[config.mk]
export PLATFORM = sky130hd
export DESIGN_NAME = pgb_ram
export DESIGN_NICKNAME = d
export VERILOG_FILES = /design/src/rtl/core/pgb_ram.sv
export SDC_FILE = /design/constraint.sdc
export NUM_CORES = 1
export LEC_CHECK = 0
export BUFFER_PORTS_ARGS = -buffer_cell sky130_fd_sc_hd__buf_2
export CORE_AREA = 2 2 99 101
export CTS_BUF_LIST = sky130_fd_sc_hd__clkbuf_2 sky130_fd_sc_hd__clkbuf_4 sky130_fd_sc_hd__clkbuf_8
export CTS_CLUSTER_SIZE = 25
export DETAILED_ROUTE_END_ITERATION = 10
export DIE_AREA = 0 0 101 103
export GPL_TIMING_DRIVEN = 0
export HOLD_SLACK_MARGIN = 0.06
export MAX_ROUTING_LAYER = met4
export PLACE_DENSITY = 0.77
export SYNTH_ARGS = -nofsm -noshare
export SYNTH_HDL_FRONTEND = slang
export SYNTH_SLANG_ARGS = --single-unit
[constraint.sdc]
create_clock -name clk -period 1.8 [get_ports clk]
set_input_delay 0.27 -clock clk [delete_from_list [all_inputs] [get_ports clk]]
set_output_delay 0.27 -clock clk [all_outputs]
set_load 0.05 [all_outputs]
[src/rtl/core/pgb_ram.sv]
// Generic single-port-write, single-port-read RAM with a registered read.
// No dependencies.
module pgb_ram #(
  parameter int              WIDTH = 8,
  parameter longint unsigned DEPTH = 16
) (
  input  logic                                          clk,
  input  logic                                          wr_en,
  input  logic [((DEPTH > 1) ? $clog2(DEPTH) : 1)-1:0]  wr_addr,
  input  logic [WIDTH-1:0]                              wr_data,
  input  logic                                          rd_en,
  input  logic [((DEPTH > 1) ? $clog2(DEPTH) : 1)-1:0]  rd_addr,
  output logic [WIDTH-1:0]                              rd_data
);

  logic [WIDTH-1:0] mem_r [DEPTH];
  logic [WIDTH-1:0] rd_data_r;

  always_ff @(posedge clk) begin
    if (wr_en) begin
      mem_r[wr_addr] <= wr_data;
    end
    if (rd_en) begin
      rd_data_r <= mem_r[rd_addr];
    end
  end

  assign rd_data = rd_data_r;

endmodule

# Word-level counts from Yosys, hierarchy flattened
# Memories as Yosys holds them, arrays and structs flattened. A register that Yosys moved wholly into a read port is not among the register bits.
# Cells that the tools add are included.
totals:
  register_bits: 0
  mem_bits_rw: 128
  n_memories: 1
memory_table:
  columns: ["name", "words", "word_bits", "rd", "rd_clocked_by_memory_dff", "wr", "line_no", "source"]
  rows:
  - ["mem_r", 16, 8, 1, 1, 1, "16", "logic [WIDTH-1:0] mem_r [DEPTH];"]
classes:
  n_mux: 2
ops:
  columns: ["operator", "count"]
  rows:
  - ["2-to-1 mux 1 bit", 2]

# Depth between registers and ports, before layout
logic_depth:
  ltp_word: 2
  ltp_mapped: 5

# Worst setup path before layout
# OpenSTA, ideal clock, no wires.
synth_timing:
  path_type: "in2reg"
  start: "in wr_addr[2] in the netlist's numbering"
  end: "mem mem_r[0][0] (enable)"
  setup_time_ns: 0.383
  arrival_time_ns: 1.380
  setup_slack_ns: 0.037
  cell_stages: 2
  path_cell_list: "or3b_2 > nor3_1"
synth_lines:
  columns: ["element", "line_no", "source"]
  rows:
  - ["start: declaration", "9", "input logic [((DEPTH > 1) ? $clog2(DEPTH) : 1)-1:0] wr_addr,"]
  - ["end: declaration", "16", null]
# No word-level cell before the write port.

# Worst setup path after layout
layout_timing:
  start: "in wr_addr[2] in the netlist's numbering"
  end: "mem mem_r[8][4] (enable)"
# No word-level cell before the write port.

==> results.cfg <==
[outcome]
status = completed

[placement]
dp_slack_ns = -0.530
gp_congestion = 0.719
postPlaceCellArea_mm2 = 0.00550
dpl.hpwl_um = 5870
io_buffers = 25

[worst_setup_path]
critPathArrivalTime_ns = 1.61
r2r_cells = 3
critPathCaptureType = flop
startpoint_type = input port
cpMaxStageDelayCell = nor3_1
crit_type = input port to flop
timing.rr.start = mem_r[5][3]
cpPeakStageDelay_ns = 0.97
regToRegEndpoint = rd_data[3]
r2r_setup_slack_ns = 0.28
cp.required_ns = 1.84
path_cells = buf_2, nand3b_1, nor3_1
crit_fanout = 8

[drt]
vias = 2398
drtIter0Drc = 332
routed_wl_um = 9340
dr.pass1.iters = 4
drc = 0
vias_per_cell = 6.01
routedWlPerCell_um = 23.4
antenna_left = 0

[final_layout]
layout_common_cells = edfxtp_1 (136), buf_2 (28), mux4_2 (18)
n_antenna_cell = 0
multi_input_area_mm2 = 0.00106
drive_gt1_share_pct = 30.2
final-seq-area_mm2 = 0.00408
design_area_mm2 = 0.00597
n_fill_cell = 631
area.growth.synth_to_final_pct = 14.2
fin_nets = 292
layout_commonest_cell = edfxtp_1

[clock_tree]
cts_made_buffers = 17
clockRootBuffer = clkbuf_8
numClockSinks = 136
cts.htree.levels = 4
cts_setup_buffers = 0
clock_latency_ns = 0.43
cts_tree = built
clk_path_buf_depth = 2
cts.clk_slew.worst_paths_ns = 0.08

[die]
num_rows = 36
die_area_mm2 = 0.0104
num_io_pins = 27
die_w_um = 101
start_util_pct = 55.3
core_mm2 = 0.00946
die_y_um = 103

[synthesis]
synthCells = 229
yosys_warnings = 0
synth.distinct_cells = 18
ys_seq_area_share_pct = 78.1
synth_area_mm2 = 0.00523
synth-seq-cells = 136
synth_fp_nets = 248
syn_area_per_cell_um2 = 22.8

[global_routing]
grt_pass1_wl_um = 14000
antenna_found_initial = 0
gr-total-overflow = 0
grt_pass1_vias = 2451
grt_max_degree = 17
grt_use_total_pct = 20.5

[timing]
relSlewSlack_pct = 18.7
clock_skew_ns = 0.00844
layout_setup_ws_ns = 0.225
max_freq_mhz = 635
setup_tns_ns = 0
finalSetupViolations = 0
tightest_slew_ns = 1.21
period_share_pct = 87.5
hold_violations = 0
drv_slew = 0
post-route-min-period_ns = 1.57
rsz0062_at_grt = no

[pwr]
p_leak_uw = 0.00199
powerDensity_mw_per_mm2 = 1150
ir_drop_mv = 0.517

[min_path]
hold_depth = 1
hold_class = input port to flop
hp-start = rd_en
min_to = rd_data[5]

[job]
cap_violations = 0
through the flow:
step                power, uW  hold slack, ns  cells  util [%]
floorplan                3880           0.369    229         -
global placement         4020           0.607    368      58.1
detailed placement       4030           0.622    368      58.1
CTS                      6890           0.170    399      63.1
global route             7050           0.182    399      63.1
finish                   6850           0.175    399      63.1
per-layer routing:
layer,global-route usage (%),up-vias,routed length [um]
met3,5.29,6,879
li1,-,1065,-
met5,-,-,0
met1,27.7,1205,3790
met2,31.1,122,4580
met4,6.86,0,80
cells in the mapped netlist:
| cell | n | share of area, % |
|---|---|---|
| and2b_1 | 1 | 0.14 |
| buf_4 | 1 | 0.14 |
| or3b_2 | 1 | 0.17 |
| mux4_2 | 18 | 7.8 |
| mux4_1 | 14 | 7.0 |
| nand2b_1 | 2 | 0.24 |
| buf_2 | 3 | 0.29 |
| nand2_1 | 9 | 0.65 |
| clkdlybuf4s25_2 | 3 | 0.57 |
| and2_1 | 1 | 0.12 |
| edfxtp_1 | 136 | 78 |
| a22oi_1 | 16 | 2.3 |
| nand3b_1 | 2 | 0.29 |
| buf_6 | 3 | 0.65 |
| nor2b_1 | 1 | 0.12 |
| nor2_1 | 13 | 0.93 |
| nand3_1 | 1 | 0.096 |
| nor3_1 | 4 | 0.38 |
critical path: cells and delay by family:
family,cells,cell delay [ns]
AND/OR/NAND/NOR,2,1.23
buffers and inverters,1,0.12
layout make-up:
type	instances	area share, %
tap	114	2.39
buffer	10	1.45
sequential	136	68.4
clock buffer	18	4.05
clock inverter	13	3.81
multi-input combinational	83	17.8
timing repair buffer	25	2.10
flip-flops by register name, summed over array words and instances, names as in the netlist:
name / cells
mem_r: 128
rd_data: 8
power by group:
group	internal [uW]	total [uW]	switching (uW)
registers	3570	3580	15.0
logic	138	383	245
clock network	1790	2890	1100
repair_timing:
item,CTS,global route
endpoints found under the hold margin,0,0
gates resized for setup,1,0
hold buffers,0,0
setup endpoints to repair,8,0
how the worst max path moves through the flow:
stage	endpoint	slack, ns	depth (start not counted)	from
detailed placement	mem_r[0][7]	-0.53	3	wr_addr[2]
floorplan	mem_r[0][0]	0.04	2	wr_addr[2]
global placement	mem_r[0][7]	-0.51	3	wr_addr[2]
finish	mem_r[8][4]	0.23	3	wr_addr[2]
CTS	mem_r[8][4]	0.23	3	wr_addr[2]
global route	mem_r[8][4]	0.11	3	wr_addr[2]
cells by family after synthesis:
logic type | share of synthesized area (%)
flops | 78.1
simple gates | 3.14
mux | 14.8
compound gates | 2.30
buf+inv | 1.65
No activity file was read; power rests on OpenSTA's default activity.
