## config.mk

```make
export PLATFORM = sky130hd
export DESIGN_NAME = pgb_axis
export DESIGN_NICKNAME = d
export VERILOG_FILES = /design/src/rtl/core/pgb_pkg.sv /design/src/rtl/core/pgb_axis.sv
export SDC_FILE = /design/constraint.sdc
export NUM_CORES = 2
export LEC_CHECK = 0
export ABC_AREA = 1
export BUFFER_PORTS_ARGS = -buffer_cell sky130_fd_sc_hd__buf_2
export CAP_MARGIN = 20
export CELL_PAD_IN_SITES_DETAIL_PLACEMENT = 1
export CELL_PAD_IN_SITES_GLOBAL_PLACEMENT = 1
export CORE_AREA = 2 2 410 412
export CTS_CLUSTER_SIZE = 20
export DETAILED_ROUTE_END_ITERATION = 8
export DIE_AREA = 0 0 412 414
export PLACE_DENSITY_LB_ADDON = 0.1
export SYNTH_ARGS = -nofsm -noshare
export SYNTH_HDL_FRONTEND = slang
export SYNTH_SLANG_ARGS = --single-unit
```

## constraint.sdc

```tcl
create_clock -name clk -period 13.85 [get_ports clk]
set_input_delay 0.6925 -clock clk [delete_from_list [all_inputs] [get_ports clk]]
set_output_delay 0.6925 -clock clk [all_outputs]
set_load 0.05 [all_outputs]
```

## src/rtl/core/pgb_pkg.sv

```systemverilog
// Package for the particle grid binning core: state, status and register codes,
// the axis control group and default sizes. No dependencies.
package pgb_pkg;

  // Default grid and block sizes.
  localparam int GRID_X_DEF   = 16;
  localparam int GRID_Y_DEF   = 16;
  localparam int GRID_Z_DEF   = 16;
  localparam int CAPACITY_DEF = 8;
  localparam int GRID_DEF     = 16;

  // Payload widths.
  localparam int COORD_W = 32;
  localparam int ID_W    = 31;

  // Remainder unit: steps from the floored index to its remainder by the grid size
  // (byte fold, reciprocal multiply, multiply back and subtract).
  localparam int MOD_STEPS = 3;
  localparam int MODC_W    = (MOD_STEPS > 1) ? $clog2(MOD_STEPS) : 1;

  // Reset value of a scale register: width 1.0 and reciprocal 1.0.
  localparam logic [63:0] SCALE_RST = 64'h0000_0001_0001_0000;

  // Command carried on in_tuser.
  localparam logic CMD_INSERT = 1'b0;
  localparam logic CMD_CLEAR  = 1'b1;

  typedef enum logic [1:0] {
    STATUS_STORED  = 2'd0,
    STATUS_OOB     = 2'd1,
    STATUS_FULL    = 2'd2,
    STATUS_CLEARED = 2'd3
  } pgb_status_t;

  typedef enum logic [2:0] {
    CFG_ORIGIN_X = 3'd0,
    CFG_ORIGIN_Y = 3'd1,
    CFG_ORIGIN_Z = 3'd2,
    CFG_SCALE_X  = 3'd3,
    CFG_SCALE_Y  = 3'd4,
    CFG_SCALE_Z  = 3'd5,
    CFG_PERIODIC = 3'd6
  } pgb_cfg_t;

  typedef enum logic [3:0] {
    ST_CLEAR,
    ST_IDLE,
    ST_SUB,
    ST_MUL,
    ST_FLOOR,
    ST_MOD,
    ST_WRAP,
    ST_REMAP,
    ST_BLK,
    ST_READ,
    ST_UPDATE,
    ST_PUSH
  } pgb_state_t;

  // One step enable per stage of the axis lane.
  typedef struct packed {
    logic load;
    logic sub;
    logic mul;
    logic flr;
    logic mod_step;
    logic wrap;
    logic remap;
  } pgb_axis_ctl_t;

endpackage

```

## src/rtl/core/pgb_axis.sv

```systemverilog
// One axis lane of the binning core: offset, reciprocal multiply, floor,
// remainder by the grid size and periodic remap. Depends on pgb_pkg.
module pgb_axis #(
  parameter int GRID = pgb_pkg::GRID_DEF
) (
  input  logic                                        clk,
  input  pgb_pkg::pgb_axis_ctl_t                      ctl,
  input  logic [31:0]                                 pos_i,
  input  logic [31:0]                                 org_i,
  input  logic [63:0]                                 scale_i,
  input  logic                                        prd_i,
  output logic [((GRID > 1) ? $clog2(GRID) : 1)-1:0]  idx_o,
  output logic                                        oob_o,
  output logic [31:0]                                 wrapped_o,
  output logic [31:0]                                 pos_o
);

  localparam int IW = (GRID > 1) ? $clog2(GRID) : 1;
  // Remainder width: holds values below the grid size, plus the grid size itself.
  localparam int RW = $clog2(GRID) + 1;
  // Folded index: three byte-by-constant products below 2^16 each, plus a byte.
  localparam int FW = 18;
  // Reciprocal of the grid size, exact for every folded value.
  localparam int KS = FW + $clog2(GRID);
  localparam longint unsigned RECIP = ((64'd1 << KS) + 64'(GRID) - 64'd1) / 64'(GRID);
  localparam int MW = FW + 1;
  localparam int PW = FW + MW;
  // Weights of the upper index bytes, taken modulo the grid size.
  localparam int C1 = (1 << 8) % GRID;
  localparam int C2 = (1 << 16) % GRID;
  localparam int C3 = (1 << 24) % GRID;

  logic [31:0]   pos_r;
  logic          neg_r;
  logic [31:0]   mag_r;
  logic [63:0]   prod_r;
  logic [31:0]   q_r;
  logic [FW-1:0] fold_r;
  logic [FW-1:0] quo_r;
  logic [RW-1:0] rem_r;
  logic [IW-1:0] idx_r;
  logic          oob_r;
  logic [31:0]   shift_r;
  logic [31:0]   wrapped_r;

  logic [32:0]   d_pos;
  logic [32:0]   d_negd;
  logic [31:0]   q_nxt;
  logic          ineg;
  logic [FW-1:0] fold_nxt;
  logic [PW-1:0] qprod;
  logic [FW-1:0] quo_nxt;
  logic [FW-1:0] rem_full;
  logic [RW-1:0] rem_nxt;
  logic [RW-1:0] l_val;
  logic [31:0]   l32;
  logic [31:0]   shift_nxt;
  logic [31:0]   wmul;

  // Offset from the origin, both ways, so the magnitude needs only a select.
  assign d_pos  = {pos_r[31], pos_r} - {org_i[31], org_i};
  assign d_negd = {org_i[31], org_i} - {pos_r[31], pos_r};

  // Round toward minus infinity: a negative product with a fraction steps down.
  assign q_nxt = prod_r[63:32] + {31'b0, neg_r & (|prod_r[31:0])};
  assign ineg  = neg_r & (q_r != 32'd0);

  // Remainder in three registered steps while q_r holds still: fold the index bytes into a
  // small value of the same residue, divide it by a reciprocal multiply, then subtract.
  assign fold_nxt = FW'(q_r[31:24]) * FW'(C3) + FW'(q_r[23:16]) * FW'(C2)
                  + FW'(q_r[15:8]) * FW'(C1) + FW'(q_r[7:0]);
  assign qprod    = PW'(fold_r) * PW'(RECIP);
  assign quo_nxt  = FW'(qprod >> KS);
  assign rem_full = fold_r - FW'(GRID) * quo_r;
  assign rem_nxt  = rem_full[RW-1:0];

  // Wrapped index of a negative raw index is the grid size minus the remainder, or zero if that is zero.
  always_comb begin
    if (ineg && (rem_r != '0)) begin
      l_val = RW'(GRID) - rem_r;
    end else if (ineg) begin
      l_val = '0;
    end else begin
      l_val = rem_r;
    end
  end

  assign l32       = 32'(l_val);
  assign shift_nxt = ineg ? (l32 + q_r) : (l32 - q_r);
  assign wmul      = scale_i[63:32] * shift_r;

  always_ff @(posedge clk) begin
    if (ctl.load) begin
      pos_r <= pos_i;
    end
    if (ctl.sub) begin
      neg_r <= d_pos[32];
      mag_r <= d_pos[32] ? d_negd[31:0] : d_pos[31:0];
    end
    if (ctl.mul) begin
      prod_r <= 64'(mag_r) * 64'(scale_i[31:0]);
    end
    if (ctl.flr) begin
      q_r   <= q_nxt;
      rem_r <= '0;
    end
    if (ctl.mod_step) begin
      fold_r <= fold_nxt;
      quo_r  <= quo_nxt;
      rem_r  <= rem_nxt;
    end
    if (ctl.wrap) begin
      idx_r   <= prd_i ? l_val[IW-1:0] : q_r[IW-1:0];
      oob_r   <= !prd_i && (ineg || (q_r >= 32'(GRID)));
      shift_r <= prd_i ? shift_nxt : 32'd0;
    end
    if (ctl.remap) begin
      wrapped_r <= pos_r + wmul;
    end
  end

  assign idx_o     = idx_r;
  assign oob_o     = oob_r;
  assign wrapped_o = wrapped_r;
  assign pos_o     = pos_r;

endmodule

```

## After elaboration in Yosys (flattened, before gate mapping)

Index checks and enable logic that the tools add are counted.
Widths: inputs -> output; s select.

| operators by class | value |
|---|---|
| multiplexer cells | 7 |
| bitwise operators | 2 |
| reduce and logical (&&, ||, !) cells | 8 |
| add/subtract/negate cells | 8 |
| $mul | 2 |
| magnitude comparators | 1 |

Operator list:

| operator | number |
|---|---|
| $mul 32x32->64 | 1 |
| $mux 32 | 2 |
| $sub 32x32->33 | 1 |
| $add 32x1->32 | 1 |
| $add 32x32->32 | 1 |
| $add 5x32->32 | 1 |
| $ge 32x5->1 const B | 1 |
| $mul 32x32->32 | 1 |
| $reduce_bool 32->1 | 1 |
| $reduce_or 32->1 | 1 |
| $sub 32x32->32 | 1 |
| $sub 5x32->32 | 1 |
| $mux 5 | 4 |
| $reduce_bool 5->1 | 1 |
| $sub 5x5->5 | 1 |
| $sub 5x5->5 const A | 1 |
| $mux 4 | 1 |
| $and 1x1->1 | 2 |
| $logic_and 1x1->1 | 2 |
| $reduce_bool 2->1 | 1 |
| $logic_not 1->1 | 1 |
| $logic_or 1x1->1 | 1 |

| word-level totals | value |
|---|---|
| bits of input ports | 137 |
| register bits | 241 |
| logic and storage cells | 40 |
| output and inout bits | 69 |

## Logic depth before layout (Yosys ltp)

| logic depth | value |
|---|---|
| depth after elaboration | 6 |
| depth in mapped cells | 34 |
| gate-level depth less buffers | 33 |

## Worst setup path before layout

Ideal clock, no wire load.

| timing path | value |
|---|---|
| path kind | input to register |
| start | in scale_i[45] |
| end | reg wrapped_r[28], in the netlist wrapped_o[28] (data pin) |
| cell stages on the path | 28 |
| data arrival time | 6.881 ns |
| path buffers | 2 |
| setup time | 0.260 ns |
| slack | 6.709 ns |
| required time | 13.590 ns |
| cell sequence | clkbuf_1 > buf_1 > nand2_1 > fa_1 > inv_1 > fa_1 > fa_1 > inv_1 > fa_1 > inv_1 > fa_1 > inv_1 > fa_1 > fa_1 > inv_1 > fa_1 > ha_1 > nand2_1 > nor4_1 > nand4_1 > nand3_1 > nand2_1 > nand2_1 > nand2_1 > nand2_1 > nand2_1 > nand2_1 > xor2_1 |

| between the ends | value |
|---|---|
| cells in the longest elaborated chain, start to end | 2 |

Ends and longest elaborated chain:

| item | RTL line | text |
|---|---|---|
| start, declared | pgb_axis.sv:10 | `input logic [63:0] scale_i,` |
| $mul 32x32->32 | pgb_axis.sv:90 | `assign wmul = scale_i[63:32] * shift_r;` |
| $add 32x32->32 | pgb_axis.sv:118 | `wrapped_r <= pos_r + wmul;` |
| end signal, assigned | pgb_axis.sv:118 |  |
| end, declared | pgb_axis.sv:44 | `logic [31:0] wrapped_r;` |

No other way between the ends.
A chain may end at the register's enable or synchronous reset.

## Worst setup path in the final report

| timing path | value |
|---|---|
| start | reg mag_r[17] |
| end | reg prod_r[60] (data pin) |

| between the ends | value |
|---|---|
| cells in the longest elaborated chain, start to end | 1 |

Ends and longest elaborated chain:

| item | RTL line | text |
|---|---|---|
| start, declared | pgb_axis.sv:35 | `logic [31:0] mag_r;` |
| start signal, assigned | pgb_axis.sv:98 | `mag_r <= d_pos[32] ? d_negd[31:0] : d_pos[31:0];` |
| $mul 32x32->64 | pgb_axis.sv:101 | `prod_r <= 64'(mag_r) * 64'(scale_i[31:0]);` |
| end signal, assigned | pgb_axis.sv:101 |  |
| end, declared | pgb_axis.sv:36 | `logic [63:0] prod_r;` |

No other way between the ends.

==> reports/summary.md <==
* **HPWL after detailed placement** 186 mm
* **post-synth design cell area** 0.0659 mm²
* **vias in the first global route** 58.6k
* **max-cap viol count** 0
* **FFs w/ async S/R, synth** 0%
* **Warnings, synthesis** 0
* **CTS Sinks** 241
* **outcome** finished, final reports clean
* **Clock Root Buffer** clkbuf_16
* **worst-margin pin slew** 1110 ps
* **Yosys cell types** 48
* **DRC Markers** 0
* **total congestion overflow** 0
* **Max FO, Critical Path** 20
* **sum of negative setup slack** 0 ps
* **crit path DAT** 8810 ps
* **Layout Area Growth over Synthesis** 6.03%
* **post-cts gate resize count** 0
* **worst setup skew after layout** 39.5 ps
* **multiplexer area fraction after synthesis** 0%
* **synthesized-area fraction occupied by xor and xnor cells** 2.91%
* **main combinational cell family by area after synthesis** adder cells
* **CP Launch Type** flop
* **Crit path required time** 14210 ps
* **Initial Utilization** 39.7%
* **count of flip-flops with a built-in enable after synthesis** 241
* **number of hold buffers added after CTS** 0
* **vias per cell** 5.00
* **adder and majority cell fraction of the synthesized area** 49.3%
* **leading area contributor after synthesis** fa_1
* **Max-Slew Margin vs Limit** 25.7%
* **drt wl/cell** 21.9 µm
* **count of boundary I/O pins** 206
* **final net count** 10.2k
* **post-synthesis cell count** 8304
* **#FFs+latches synth** 241
* **Hold Fails Final Rpt** 0
* **setup repair after global routing missed its margin** false
* **total vias in the final route** 52.5k
* **area share of the largest cell type after synthesis** 40.6%
* **most common flop cell mapped by yosys** edfxtp_1
* **maximum frequency from static timing analysis** 118 MHz
* **Max Slew Vio Count** 0
* **pin count of the biggest net entering global routing** 65
* **layout cells sized above 1** 4.62%
* **std cell rows** 150
* **synthesized net count** 10.2k
* **Seq/Total Area, Yosys** 11.0%
* **buffers added on ports** 205
* **clock input transition at the sequential cells of the worst setup and hold paths** 100 ps
* **antenna violations before repair** 10
* **first-pass GRT wire length** 355 mm
* **Routed Antenna Nets** 0
* **post-route minimum period** 8460 ps
* **post-route fraction of the period consumed by the critical path** 61.1%
* **die area** 0.171 mm²
* **type of the worst setup path** flop to flop
* **leading cell types by total area after synthesis** fa_1, inv_1, nand2_1
* **y dimension of the die** 414 µm
* **area of the placeable core** 0.166 mm²
* **number of setup buffers added after CTS** 0
* **clock tree from TritonCTS** built
* **DR iter-0 viols** 2640
* **count of endpoints failing setup in the final report** 0
* **overall track demand over capacity in global routing** 27.3%
* **simple-gate area share of the yosys netlist** 16.8%
* **maximum root-to-sink buffer count** 3
* **share of the synthesized area in compound gates (AO/OA/AOI/OAI)** 4.20%
* **H-tree Lvls** 1
* **first-pass detailed-route iteration total** 5
* **Min-Delay Path Class** input port to flop
* **Die Width** 412 µm
* **gp weighted congestion** 0.940
* **clock latency on the worst-skew pair** 650 ps
* **CTS Buf Count** 31
* **post-synthesis area per instance** 7.94 µm²
* **Setup crit end kind** flop
* **routed wire length** 230 mm
-- critical path: stages (launching register included) --
cell      delay [ps]
edfxtp_1         920
buf_4            460
nand2_1          160
fa_1             570
inv_1             60
fa_1             490
inv_1             80
fa_1             550
inv_1             70
fa_1             410
fa_1             490
inv_1             60
fa_1             590
fa_1             440
fa_1             500
inv_1             40
ha_1             360
nand2_1          160
nor2_1            80
inv_1             90
nor2_1            90
and3_1           180
nand2_1          150
nand3_1          180
a21boi_0         590
o21ai_0          190
xor2_1           180
-- layout by cell type (no fill, tap or decap), drive strengths merged, types with 34 or more instances in the layout --
cell	count
nand2	2245
ha	460
a21oi	238
nor2	298
o21ai	142
inv	2424
buf	263
nand4	34
fa	1337
edfxtp	241
nand3	141
xor2	148
xnor2	71
-- cells in the mapped netlist (7+ instances only) --
master,number
inv_1,2407
nand2_1,2222
fa_1,1337
ha_1,460
clkbuf_1,308
nor2_1,273
edfxtp_1,241
a21oi_1,238
xor2_1,148
nand3_1,141
o21ai_0,134
xnor2_1,71
nand4_1,34
nor3_1,29
a31oi_1,25
a21o_1,23
o211ai_1,19
nand2_2,18
nor4_1,18
o21bai_1,18
nor2_2,16
inv_2,14
buf_2,12
buf_1,11
nor2_4,8
o21ai_1,8
o221ai_1,7
-- routing by layer --
metal  GRT usage (%)  share of wire (%)
met3            1.47                3.4
met2            47.3                 49
met1            37.2                 44
met4            7.10                2.9
met5               0             0.0035
-- kinds of logic after synthesis --
kind of cell,count (synthesis)
compound gates,498
flops,241
simple gates,2790
xor+xnor,219
fa+ha+maj,1797
buf+inv,2759
-- path summary, 6_finish.rpt --
kind                       start                   end  slack, ps  depth (start not counted)
max          mag_r[17]$_DFFE_PP_  prod_r[60]$_DFFE_PP_       5390                         26
min reg2reg     q_r[1]$_DFFE_PP_   fold_r[1]$_DFFE_PP_        490                          0
min                    pos_i[10]   pos_o[10]$_DFFE_PP_        230                          1
max reg2reg  mag_r[17]$_DFFE_PP_  prod_r[60]$_DFFE_PP_       5390                         26
-- area by class of cell --
class,count,area (µm²)
fillers,20300,96400
multi-input cells,5304,48300
inverters,2424,9100
flip-flops and latches,241,7240
well taps,2204,2760
repair buffers,263,1460
clock buffers,33,783
clock inverters,24,263
diodes,4,10.0
-- flip-flops by register name, indices dropped and copies added, names as in the netlist --
register	count
prod_r	64
mag_r	32
pos_o	32
q_r	32
shift_r	32
wrapped_o	32
fold_r	5
rem_r	5
idx_o	4
neg_r	1
oob_o	1
quo_r	1
-- through the flow --
| step | area, µm² | hold slack [ps] | worst slack (ps) | cells | utilization (%) |
|---|---|---|---|---|---|
| CTS | 69900 | 199 | 5360 | 10500 | 42.0 |
| global placement | 68900 | 479 | 5320 | 10400 | 41.4 |
| finish | 69900 | 231 | 5390 | 10500 | 42.0 |
| global route | 69900 | 210 | 5060 | 10500 | 42.0 |
| detailed placement | 68900 | 488 | 5300 | 10400 | 41.4 |
| floorplan | 65900 | 426 | 6710 | 8304 | - |
Power is left out: the tool's default activity adds up to more than one toggle a clock period on the data nets, which glitch-free logic cannot reach.
